==> config.mk <==
export PLATFORM = sky130hd
export DESIGN_NAME = axis_motion_profile_homing_unit
export DESIGN_NICKNAME = d
export VERILOG_FILES = /design/src/rtl/ampu_pkg.sv /design/src/rtl/axis_motion_profile_homing_unit.sv /design/src/rtl/ampu_isqrt.sv
export SDC_FILE = /design/constraint.sdc
export NUM_CORES = 2
export LEC_CHECK = 0
export BUFFER_PORTS_ARGS = -buffer_cell sky130_fd_sc_hd__buf_2
export CAP_MARGIN = 20
export CORE_MARGIN = 2
export CORE_UTILIZATION = 30
export DETAILED_ROUTE_END_ITERATION = 7
export GPL_TIMING_DRIVEN = 0
export PLACE_DENSITY_LB_ADDON = 0.08
export RECOVER_POWER = 25
export SLEW_MARGIN = 20
export SYNTH_ARGS = -nofsm -noshare
export SYNTH_HDL_FRONTEND = slang
export SYNTH_HIERARCHICAL = 1
export SYNTH_SLANG_ARGS = --single-unit
export TNS_END_PERCENT = 5
==> constraint.sdc <==
create_clock -name clk_i -period 9.9 [get_ports clk_i]
set_input_delay 1.98 -clock clk_i [delete_from_list [all_inputs] [get_ports clk_i]]
set_output_delay 1.98 -clock clk_i [all_outputs]
set_load 0.01 [all_outputs]
==> src/rtl/ampu_pkg.sv <==
package ampu_pkg;

  // Field widths fixed by the item format.
  localparam int unsigned SPEED_BITS   = 14;
  localparam int unsigned CMD_BITS     = 15;
  localparam int unsigned ACCEL_BITS   = 12;
  localparam int unsigned DDIST_BITS   = 23;
  localparam int unsigned THR_BITS     = 16;
  localparam int unsigned HTGT_BITS    = 24;
  localparam int unsigned CFG_IDX_BITS = 3;
  localparam int unsigned CFG_DAT_BITS = 24;

  // Square root operand: the square of a speed.
  localparam int unsigned SQ_BITS = 2 * SPEED_BITS;

  // Default parameter values.
  localparam int unsigned DEF_AXIS_COUNT = 2;
  localparam int unsigned DEF_POS_BITS   = 24;

  // Actions.
  localparam logic [1:0] ACT_TICK   = 2'd0;
  localparam logic [1:0] ACT_TARGET = 2'd1;
  localparam logic [1:0] ACT_HOME   = 2'd2;
  localparam logic [1:0] ACT_STOP   = 2'd3;

  // Axis modes.
  localparam logic [1:0] MODE_OFF   = 2'd0;
  localparam logic [1:0] MODE_SEEK  = 2'd1;
  localparam logic [1:0] MODE_FOUND = 2'd2;
  localparam logic [1:0] MODE_POS   = 2'd3;

  // Register indexes.
  localparam logic [CFG_IDX_BITS-1:0] REG_MAX_SPEED  = 3'd0;
  localparam logic [CFG_IDX_BITS-1:0] REG_ACCEL      = 3'd1;
  localparam logic [CFG_IDX_BITS-1:0] REG_DECEL      = 3'd2;
  localparam logic [CFG_IDX_BITS-1:0] REG_DDIST      = 3'd3;
  localparam logic [CFG_IDX_BITS-1:0] REG_THRESHOLD  = 3'd4;
  localparam logic [CFG_IDX_BITS-1:0] REG_MIN_SPEED  = 3'd5;
  localparam logic [CFG_IDX_BITS-1:0] REG_HOME_SPEED = 3'd6;
  localparam logic [CFG_IDX_BITS-1:0] REG_HOME_TGT   = 3'd7;

endpackage

==> src/rtl/axis_motion_profile_homing_unit.sv <==
// Trapezoidal position controller (AXIS_COUNT axes, two by default) with
// limit-switch homing. Each item addresses one axis: a control tick, a new
// target, a homing start or a stop, and yields exactly one result item. A
// positioning tick inside the braking distance but not within the threshold
// also passes two multiplies through one shared multiplier and a square
// root that produces one result bit per cycle; other items go straight from
// the distance state to the result. The block takes one item at a time;
// configuration writes are always ready and belong in idle periods.
module axis_motion_profile_homing_unit #(
  parameter int unsigned AXIS_COUNT = ampu_pkg::DEF_AXIS_COUNT,
  parameter int unsigned POS_BITS   = ampu_pkg::DEF_POS_BITS,
  parameter int unsigned AXIS_W     = (AXIS_COUNT > 1) ? $clog2(AXIS_COUNT) : 1
) (
  input  logic                                 clk_i,
  input  logic                                 rst_ni,
  // Configuration write channel
  input  logic                                 cfg_valid_i,
  output logic                                 cfg_ready_o,
  input  logic [ampu_pkg::CFG_IDX_BITS-1:0]    cfg_index_i,
  input  logic [ampu_pkg::CFG_DAT_BITS-1:0]    cfg_data_i,
  // Input items
  input  logic                                 in_valid_i,
  output logic                                 in_stall_o,
  input  logic [1:0]                           action_i,
  input  logic [AXIS_W-1:0]                    axis_index_i,
  input  logic signed [POS_BITS-1:0]           measured_position_i,
  input  logic signed [ampu_pkg::CMD_BITS-1:0] measured_speed_i,
  input  logic                                 limit_level_i,
  input  logic signed [POS_BITS-1:0]           new_target_i,
  // Result items
  output logic                                 out_valid_o,
  input  logic                                 out_stall_i,
  output logic [AXIS_W-1:0]                    axis_out_o,
  output logic                                 speed_write_o,
  output logic signed [ampu_pkg::CMD_BITS-1:0] speed_command_o,
  output logic                                 zero_position_o,
  output logic [1:0]                           mode_out_o
);
  import ampu_pkg::*;

  localparam int unsigned DW = (POS_BITS + 1 > 24) ? POS_BITS + 1 : 24;
  localparam int unsigned PW = SPEED_BITS + DDIST_BITS;

  localparam logic [2:0] S_IDLE = 3'd0;
  localparam logic [2:0] S_DIST = 3'd1;
  localparam logic [2:0] S_MUL1 = 3'd2;
  localparam logic [2:0] S_MUL2 = 3'd3;
  localparam logic [2:0] S_ARG  = 3'd4;
  localparam logic [2:0] S_ROOT = 3'd5;
  localparam logic [2:0] S_DONE = 3'd6;

  // Configuration registers.
  logic [SPEED_BITS-1:0]        max_speed_q;
  logic [ACCEL_BITS-1:0]        accel_q;
  logic [SPEED_BITS-1:0]        decel_q;
  logic [DDIST_BITS-1:0]        ddist_q;
  logic [THR_BITS-1:0]          thr_q;
  logic [SPEED_BITS-1:0]        min_speed_q;
  logic signed [CMD_BITS-1:0]   home_speed_q;
  logic signed [HTGT_BITS-1:0]  home_tgt_q;

  assign cfg_ready_o        = 1'b1;

  always_ff @(posedge clk_i or negedge rst_ni) begin
    if (!rst_ni) begin
      max_speed_q  <= SPEED_BITS'(800);
      accel_q      <= ACCEL_BITS'(32);
      decel_q      <= SPEED_BITS'(480);
      ddist_q      <= DDIST_BITS'(656);
      thr_q        <= THR_BITS'(48);
      min_speed_q  <= SPEED_BITS'(160);
      home_speed_q <= CMD_BITS'(240);
      home_tgt_q   <= -HTGT_BITS'(160);
    end else if (cfg_valid_i) begin
      unique case (cfg_index_i)
        REG_MAX_SPEED:  max_speed_q  <= cfg_data_i[SPEED_BITS-1:0];
        REG_ACCEL:      accel_q      <= cfg_data_i[ACCEL_BITS-1:0];
        REG_DECEL:      decel_q      <= cfg_data_i[SPEED_BITS-1:0];
        REG_DDIST:      ddist_q      <= cfg_data_i[DDIST_BITS-1:0];
        REG_THRESHOLD:  thr_q        <= cfg_data_i[THR_BITS-1:0];
        REG_MIN_SPEED:  min_speed_q  <= cfg_data_i[SPEED_BITS-1:0];
        REG_HOME_SPEED: home_speed_q <= cfg_data_i[CMD_BITS-1:0];
        default:        home_tgt_q   <= cfg_data_i[HTGT_BITS-1:0];
      endcase
    end
  end

  // Per-axis state.
  logic [1:0]                 mode_q   [AXIS_COUNT];
  logic signed [POS_BITS-1:0] target_q [AXIS_COUNT];
  logic [SPEED_BITS-1:0]      ramp_q   [AXIS_COUNT];

  // Captured item and intermediate values.
  logic [2:0]                 state_q, state_d;
  logic [1:0]                 act_q;
  logic [AXIS_W-1:0]          axis_q;
  logic signed [POS_BITS-1:0] pos_q;
  logic signed [CMD_BITS-1:0] mspd_q;
  logic                       limit_q;
  logic signed [POS_BITS-1:0] newt_q;
  logic [POS_BITS:0]          d_q;
  logic                       neg_q;
  logic                       brake_q;
  logic                       near_q;
  logic [PW-1:0]              prod_q;
  logic [SQ_BITS-1:0]         arg_q;

  logic                       axis_ok;
  logic [1:0]                 cur_mode;
  logic signed [POS_BITS-1:0] cur_tgt;
  logic [SPEED_BITS-1:0]      cur_ramp;
  logic signed [POS_BITS:0]   delta;
  logic [POS_BITS:0]          d_abs;
  logic [DW-1:0]              d_ext;
  logic [DW-1:0]              gap;
  logic [SPEED_BITS-1:0]      mul_a;
  logic [DDIST_BITS-1:0]      mul_b;
  logic [PW-1:0]              mul_p;
  logic [PW:0]                twice;
  logic                       sq_start;
  logic                       sq_busy;
  logic [SPEED_BITS-1:0]      curve;

  assign axis_ok  = (32'(axis_q) < AXIS_COUNT);
  assign cur_mode = mode_q[axis_q];
  assign cur_tgt  = target_q[axis_q];
  assign cur_ramp = ramp_q[axis_q];

  // Distance to target and its magnitude.
  assign delta = $signed({cur_tgt[POS_BITS-1], cur_tgt})
               - $signed({pos_q[POS_BITS-1], pos_q});
  assign d_abs = delta[POS_BITS] ? (POS_BITS+1)'(-delta) : (POS_BITS+1)'(delta);
  assign d_ext = DW'(d_q);
  assign gap   = DW'(ddist_q) - d_ext;

  // Shared multiplier: braking product, then the speed cap squared.
  always_comb begin
    if (state_q == S_MUL1) begin
      mul_a = decel_q;
      mul_b = gap[DDIST_BITS-1:0];
    end else begin
      mul_a = max_speed_q;
      mul_b = DDIST_BITS'(max_speed_q);
    end
  end
  assign mul_p = mul_a * mul_b;
  assign twice = {prod_q, 1'b0};

  assign sq_start = (state_q == S_ARG);

  ampu_isqrt #(
    .W(SQ_BITS)
  ) u_isqrt (
    .clk_i  (clk_i),
    .rst_ni (rst_ni),
    .start_i(sq_start),
    .arg_i  (arg_q),
    .busy_o (sq_busy),
    .root_o (curve)
  );

  // Result of the item, formed in the final state.
  logic                       out_free;
  logic                       commit;
  logic [1:0]                 new_mode;
  logic signed [POS_BITS-1:0] new_tgt;
  logic [SPEED_BITS-1:0]      new_ramp;
  logic                       wr;
  logic                       zero;
  logic signed [CMD_BITS-1:0] cmd;
  logic [CMD_BITS-1:0]        ms_abs;
  logic [CMD_BITS-1:0]        r_up;
  logic [CMD_BITS-1:0]        r_cap;
  logic [SPEED_BITS-1:0]      r_new;
  logic [SPEED_BITS-1:0]      mag;

  assign out_free = !out_valid_o || !out_stall_i;
  assign commit   = (state_q == S_DONE) && out_free;

  always_comb begin
    ms_abs = mspd_q[CMD_BITS-1] ? CMD_BITS'(-mspd_q) : CMD_BITS'(mspd_q);
    r_up   = CMD_BITS'(cur_ramp) + CMD_BITS'(accel_q);
    r_cap  = r_up;
    r_new  = cur_ramp;
    if (brake_q) begin
      if (CMD_BITS'(curve) > ms_abs) begin
        if (r_cap > CMD_BITS'(curve)) r_cap = CMD_BITS'(curve);
        if (r_cap > CMD_BITS'(max_speed_q)) r_cap = CMD_BITS'(max_speed_q);
        r_new = r_cap[SPEED_BITS-1:0];
      end else begin
        r_new = curve;
      end
    end else if (cur_ramp < max_speed_q) begin
      if (r_cap > CMD_BITS'(max_speed_q)) r_cap = CMD_BITS'(max_speed_q);
      r_new = r_cap[SPEED_BITS-1:0];
    end
    mag = (r_new < min_speed_q) ? min_speed_q : r_new;

    new_mode = cur_mode;
    new_tgt  = cur_tgt;
    new_ramp = cur_ramp;
    wr       = 1'b0;
    zero     = 1'b0;
    cmd      = '0;
    unique case (act_q)
      ACT_TARGET: begin
        new_mode = MODE_POS;
        new_tgt  = newt_q;
        new_ramp = '0;
      end
      ACT_HOME: begin
        new_mode = MODE_SEEK;
      end
      ACT_STOP: begin
        new_mode = MODE_OFF;
        wr       = 1'b1;
      end
      default: begin
        unique case (cur_mode)
          MODE_SEEK: begin
            wr  = 1'b1;
            cmd = home_speed_q;
            if (!limit_q) new_mode = MODE_FOUND;
          end
          MODE_FOUND: begin
            zero     = 1'b1;
            new_tgt  = POS_BITS'(home_tgt_q);
            new_ramp = '0;
            new_mode = MODE_POS;
          end
          MODE_POS: begin
            wr = 1'b1;
            if (!near_q) begin
              new_ramp = r_new;
              cmd      = neg_q ? -$signed(CMD_BITS'(mag)) : $signed(CMD_BITS'(mag));
            end
          end
          default: begin
          end
        endcase
      end
    endcase
  end

  // Sequencer.
  always_comb begin
    state_d = state_q;
    unique case (state_q)
      S_IDLE: if (in_valid_i) state_d = S_DIST;
      S_DIST: begin
        if ((act_q == ACT_TICK) && (cur_mode == MODE_POS) && axis_ok
            && (DW'(d_abs) >= DW'(thr_q)) && (DW'(d_abs) < DW'(ddist_q))) begin
          state_d = S_MUL1;
        end else begin
          state_d = S_DONE;
        end
      end
      S_MUL1: state_d = S_MUL2;
      S_MUL2: state_d = S_ARG;
      S_ARG:  state_d = S_ROOT;
      S_ROOT: if (!sq_busy) state_d = S_DONE;
      S_DONE: if (out_free) state_d = S_IDLE;
      default: state_d = S_IDLE;
    endcase
  end

  assign in_stall_o = (state_q != S_IDLE);

  logic out_valid_q;
  assign out_valid_o = out_valid_q;

  always_ff @(posedge clk_i or negedge rst_ni) begin
    if (!rst_ni) begin
      state_q     <= S_IDLE;
      out_valid_q <= 1'b0;
      for (int i = 0; i < AXIS_COUNT; i++) begin
        mode_q[i]   <= MODE_OFF;
        target_q[i] <= '0;
        ramp_q[i]   <= '0;
      end
    end else begin
      state_q <= state_d;
      if (commit) begin
        out_valid_q <= 1'b1;
      end else if (!out_stall_i) begin
        out_valid_q <= 1'b0;
      end
      if (commit && axis_ok) begin
        mode_q[axis_q]   <= new_mode;
        target_q[axis_q] <= new_tgt;
        ramp_q[axis_q]   <= new_ramp;
      end
    end
  end

  // Item capture, datapath registers and the result register.
  always_ff @(posedge clk_i) begin
    if ((state_q == S_IDLE) && in_valid_i) begin
      act_q   <= action_i;
      axis_q  <= axis_index_i;
      pos_q   <= measured_position_i;
      mspd_q  <= measured_speed_i;
      limit_q <= limit_level_i;
      newt_q  <= new_target_i;
    end
    if (state_q == S_DIST) begin
      neg_q   <= delta[POS_BITS];
      d_q     <= d_abs;
      near_q  <= (DW'(d_abs) < DW'(thr_q));
      brake_q <= (DW'(d_abs) < DW'(ddist_q));
    end
    if (state_q == S_MUL1) prod_q <= mul_p;
    if (commit) begin
      axis_out_o      <= axis_q;
      speed_write_o   <= axis_ok & wr;
      speed_command_o <= axis_ok ? cmd : '0;
      zero_position_o <= axis_ok & zero;
      mode_out_o      <= axis_ok ? new_mode : MODE_OFF;
    end
  end

  // Braking curve argument, clamped at zero.
  always_ff @(posedge clk_i) begin
    if (state_q == S_MUL2) begin
      arg_q <= (twice > (PW+1)'(mul_p[SQ_BITS-1:0])) ? '0
             : SQ_BITS'((PW+1)'(mul_p[SQ_BITS-1:0]) - twice);
    end
  end

endmodule

==> src/rtl/ampu_isqrt.sv <==
module ampu_isqrt #(
  parameter int unsigned W = 28
) (
  input  logic           clk_i,
  input  logic           rst_ni,
  input  logic           start_i,
  input  logic [W-1:0]   arg_i,
  output logic           busy_o,
  output logic [W/2-1:0] root_o
);

  localparam int unsigned RW = W / 2;
  localparam int unsigned CW = $clog2(RW + 1);

  logic [W-1:0]    x_q, x_d;
  logic [RW+1:0]   rem_q, rem_d;
  logic [RW-1:0]   root_q, root_d;
  logic [CW-1:0]   cnt_q, cnt_d;
  logic            busy_q, busy_d;
  logic [RW+1:0]   rem_sh;
  logic [RW+1:0]   trial;
  logic            ge;

  // One result bit per cycle, restoring digit-by-digit square root.
  assign rem_sh = {rem_q[RW-1:0], x_q[W-1:W-2]};
  assign trial  = {root_q, 2'b01};
  assign ge     = (rem_sh >= trial);

  always_comb begin
    x_d    = x_q;
    rem_d  = rem_q;
    root_d = root_q;
    cnt_d  = cnt_q;
    busy_d = busy_q;
    if (start_i) begin
      x_d    = arg_i;
      rem_d  = '0;
      root_d = '0;
      cnt_d  = CW'(RW);
      busy_d = 1'b1;
    end else if (busy_q) begin
      x_d    = {x_q[W-3:0], 2'b00};
      rem_d  = ge ? (rem_sh - trial) : rem_sh;
      root_d = {root_q[RW-2:0], ge};
      cnt_d  = cnt_q - 1'b1;
      busy_d = (cnt_q != CW'(1));
    end
  end

  always_ff @(posedge clk_i or negedge rst_ni) begin
    if (!rst_ni) begin
      busy_q <= 1'b0;
      cnt_q  <= '0;
    end else begin
      busy_q <= busy_d;
      cnt_q  <= cnt_d;
    end
  end

  always_ff @(posedge clk_i) begin
    x_q    <= x_d;
    rem_q  <= rem_d;
    root_q <= root_d;
  end

  assign busy_o = busy_q;
  assign root_o = root_q;

endmodule
==> flow_summary_export.csv <==
group,metric,value,unit
clocking,hold_buffers,0,
drt,met2_length,62800,µm
yosys,synth-seq-cells,455,
final_layout,layout-drive-gt1-share,0.1952,
sta,timing.fmax,0.1020,GHz
clocking,clk_pin_slew,0.06,ns
sta,clock_skew,0.05872,ns
drt,top_layer_used,"met4",
global_route,antenna_found_initial,4,
worst_setup_path,rrSetupSlack,0.10,ns
sta,rsz0062_at_grt,"yes",
sta,setup_total_negative_slack,0,ns
clocking,num_cts_buffers,57,
drt,drc_errors,0,
worst_hold_path,holdCritStartpoint,"target_q[22]$_DFFE_PN0P_",
yosys,synth-async-reset-ratio,0.4857,
placed_design,place.gp.congestion,0.9067,
clocking,cts_max_level,2,
yosys,synthesized_area_fraction_occupied_by_ao_oa_aoi_and_oai_cells,0.1376,
final_layout,final_net_count,5102,
floorplanning,die_area,133900,µm²
sta,maxSlewViolCount,180,
drt,wl_met1,60070,µm
yosys,synth_simple_gate_area_share,0.1371,
floorplanning,number_of_placed_i_o_pins,122,
outcome,violations_in_the_final_reports,"max-capacitance violations, max-slew violations",
yosys,ys_dominant_reg_cell,"edfxtp_1",
global_route,grt_pass1_vias,31320,
floorplanning,row_count,132,
worst_setup_path,worst_r2r_endpoint,"speed_command_o[14]$_SDFFCE_PP0P_",
drt,route.detailed.vias_per_inst,4.967,
clocking,clk_root_buffer_cell,"clkbuf_16",
worst_setup_path,critPathCaptureType,"flip-flop",
final_layout,syn2layout_area_growth,19.14,%
yosys,syn_area_per_cell,9.568,µm²
final_layout,layout.cell_area.non_filler,46810,µm²
worst_hold_path,holdPathStages,2,
sta,max-slew-margin-rel,-2.027,
clocking,cts.sink_count,455,
worst_hold_path,min-delay-path-class,"reg2reg",
sta,setup-violations-final,0,
sta,hold_viol,0,
worst_setup_path,timing.critical_path.arrival,10.22,ns
worst_hold_path,holdPathEnd,"target_q[22]$_DFFE_PN0P_",
placed_design,port_buffers,118,
clocking,clock_tree_from_tritoncts,"built",
yosys,synthXorXnorAreaFrac,0.03277,
yosys,mappedNetlistArea,39290,µm²
yosys,netlist-cell-type-count,111,
global_route,globalRoute.totalOverflow,0,
yosys,synth-warning-count,6,
yosys,yosysSeqAreaShare,0.3137,
global_route,largest_net_degree_at_the_start_of_global_routing,79,
outcome,result_of_the_run,"finished with violations",
drt,drt-total-wl,131500,µm
global_route,grt_first_pass_wirelength,199200,µm
drt,detailedRoute.firstIterationViolations,1904,
sta,tmin_final,9.800,ns
floorplanning,die_width,365.9,µm
clocking,clock_tree.buffer_depth,3,
drt,vias,30700,
drt,drtPass1Iterations,6,
worst_setup_path,critPathMaxStageDelay,0.48,ns
yosys,syn_inst_count,4106,
sta,post_route_fraction_of_the_period_consumed_by_the_critical_path,0.9899,
drt,detail-route-antenna-nets,0,
yosys,adder_and_majority_gate_portion_of_the_synthesized_area,0.2439,
drt,post_drt_wl_per_cell,21.28,µm
worst_setup_path,worst-path-max-fanout,6,
worst_setup_path,critical_path_class,"reg2reg",
floorplanning,floorplan.initialDensity,0.3026,
worst_setup_path,timing.reg2reg.worst_path_depth,47,
placed_design,postPlaceCellArea,42390,µm²
worst_setup_path,cp_data_required_time,10.32,ns
worst_setup_path,worstReg2RegStart,"axis_q$_DFFE_PP_",
sta,worst_slew_pin_slew,4.540,ns
drt,routed-wl-met3,4471,µm
worst_setup_path,timing.critical_path.mode_cell,"a21o_1",
floorplanning,core_region_area,129800,µm²
yosys,main_combinational_cell_family_by_area_after_synthesis,"adder cells",
worst_setup_path,nature_of_the_critical_path_startpoint,"flip-flop",
floorplanning,die_h,365.9,µm
job,max_cap_violations,3,
worst_setup_path,worst_path_max_delay_cell,"or4b_1",
yosys,synth.mux.area_fraction,0.06688,
placed_design,dpl.hpwl,102100,µm
clocking,clock_latency,0.68,ns
global_route,grt_use_total,0.1940,
yosys,post_synth_net_total,4819,
yosys,synth_enable_flop_cells,206,
[cell type report]
class | count | area [µm²]
fillers | 13480 | 83010
multi-input cells | 2957 | 25850
flip-flops and latches | 455 | 12320
well taps | 1742 | 2180
inverters | 555 | 2091
clock buffers | 75 | 1615
repair buffers | 230 | 1595
plain buffers | 133 | 728.2
clock inverters | 32 | 415.4
diodes | 1 | 2.502
[worst max-delay path, delay by kind of cell, from the launching register on]
kind            cells  cell delay (ns)
compound gates     23             4.54
xor+xnor            1             0.17
fa+ha+maj           5             1.17
buf+inv             8             0.88
flops               1             0.37
mux                 2             0.63
simple gates        8             1.73
[cells in the mapped netlist (all sizes together), types with 11 or more instances]
cell | number | area share
a211o | 12 | 0.0027
a211oi | 39 | 0.0076
a21o | 75 | 0.015
a21oi | 201 | 0.026
a222oi | 23 | 0.0059
a31oi | 27 | 0.0048
and2 | 46 | 0.0073
and3 | 19 | 0.0030
buf | 27 | 0.0042
clkbuf | 112 | 0.011
dfrtp | 184 | 0.12
dfstp | 37 | 0.025
dfxtp | 28 | 0.014
edfxtp | 206 | 0.16
fa | 253 | 0.13
ha | 361 | 0.11
inv | 554 | 0.053
mux2 | 188 | 0.054
mux2i | 51 | 0.013
nand2 | 410 | 0.039
nand2b | 51 | 0.0083
nand3 | 69 | 0.0088
nand4 | 37 | 0.0059
nor2 | 302 | 0.029
nor2b | 40 | 0.0064
nor3 | 51 | 0.0068
nor3b | 13 | 0.0025
nor4 | 21 | 0.0035
o211ai | 22 | 0.0045
o21a | 32 | 0.0061
o21ai | 218 | 0.028
o21bai | 16 | 0.0031
o22ai | 15 | 0.0024
o31ai | 16 | 0.0034
or2 | 14 | 0.0022
or3 | 24 | 0.0039
or4 | 11 | 0.0024
xnor2 | 98 | 0.022
xor2 | 49 | 0.011
[logic make-up after synthesis]
family	count (synthesis)
multiplexers	239
AO/OA/AOI/OAI	814
buffers and inverters	694
other	1
XOR/XNOR	147
adder cells (fa/ha/maj)	614
flip-flops	455
AND/OR/NAND/NOR	1142
[metrics by stage]
stage / worst slack [ns] / cells / util / hold WS (ns)
after floorplan: 0.001453 / 4106 / - / 0.4255
after global placement: -3.090 / 5966 / 0.3243 / 0.4433
after detailed placement: -3.063 / 5978 / 0.3266 / 0.4337
after CTS: -0.03987 / 6149 / 0.3558 / 0.4660
after global routing: -0.3871 / 6180 / 0.3606 / 0.4940
final: 0.1002 / 6180 / 0.3606 / 0.4780
[placed cells by master, fill, tap and decap left out, drive strengths merged, types with 49 or more instances in the layout]
cell    count
mux2i      51
a21o       75
ha        361
mux2      188
clkbuf    185
nand2     410
o21ai     218
dfrtp     184
fa        253
xor2       49
edfxtp    206
nand3      69
a21oi     201
inv       557
nor3       51
xnor2      98
nand2b     51
nor2      302
buf       253
[how the worst max path moves through the flow]
stage / cells after the start / to / from
after detailed placement: 44 / arg_q[19]$_SDFFCE_PN0P_ / ddist_q[0]$_DFFE_PN0P_
after CTS: 49 / arg_q[0]$_SDFFCE_PN0P_ / ddist_q[0]$_DFFE_PN0P_
after global placement: 44 / speed_command_o[14]$_SDFFCE_PP0P_ / axis_q$_DFFE_PP_
final: 47 / speed_command_o[14]$_SDFFCE_PP0P_ / axis_q$_DFFE_PP_
after global routing: 46 / arg_q[25]$_SDFFCE_PN0P_ / ddist_q[0]$_DFFE_PN0P_
after floorplan: 48 / speed_command_o[14]$_SDFFCE_PP0P_ / axis_q$_DFFE_PP_
[per-layer routing]
| layer | GRT usage | vias to the layer above |
|---|---|---|
| li1 | - | 14730 |
| met1 | 0.2616 | 15170 |
| met2 | 0.3272 | 634 |
| met3 | 0.01830 | 158 |
| met4 | 0.06054 | 0 |
| met5 | 0 | - |
[flip-flops by register name, summed over array words and instances, names as in the netlist, 16 cells and up]
| register | flops |
|---|---|
| pos_q | 24 |
| u_isqrt/x_q | 28 |
| target_q | 48 |
| home_tgt_q | 24 |
| thr_q | 16 |
| ramp_q | 28 |
| d_ext | 23 |
| arg_q | 28 |
| prod_q | 37 |
| newt_q | 24 |
| ddist_q | 23 |
[what timing repair did]
action                     4_1_cts  5_1_grt
setup endpoints to repair       53       41
resized for setup              268      104
buffers inserted                69       28
pin swaps                       65       59
gates cloned                     1        2
Power is left out: the tool's default activity adds up to more than one toggle a clock period on the data nets, which glitch-free logic cannot reach.
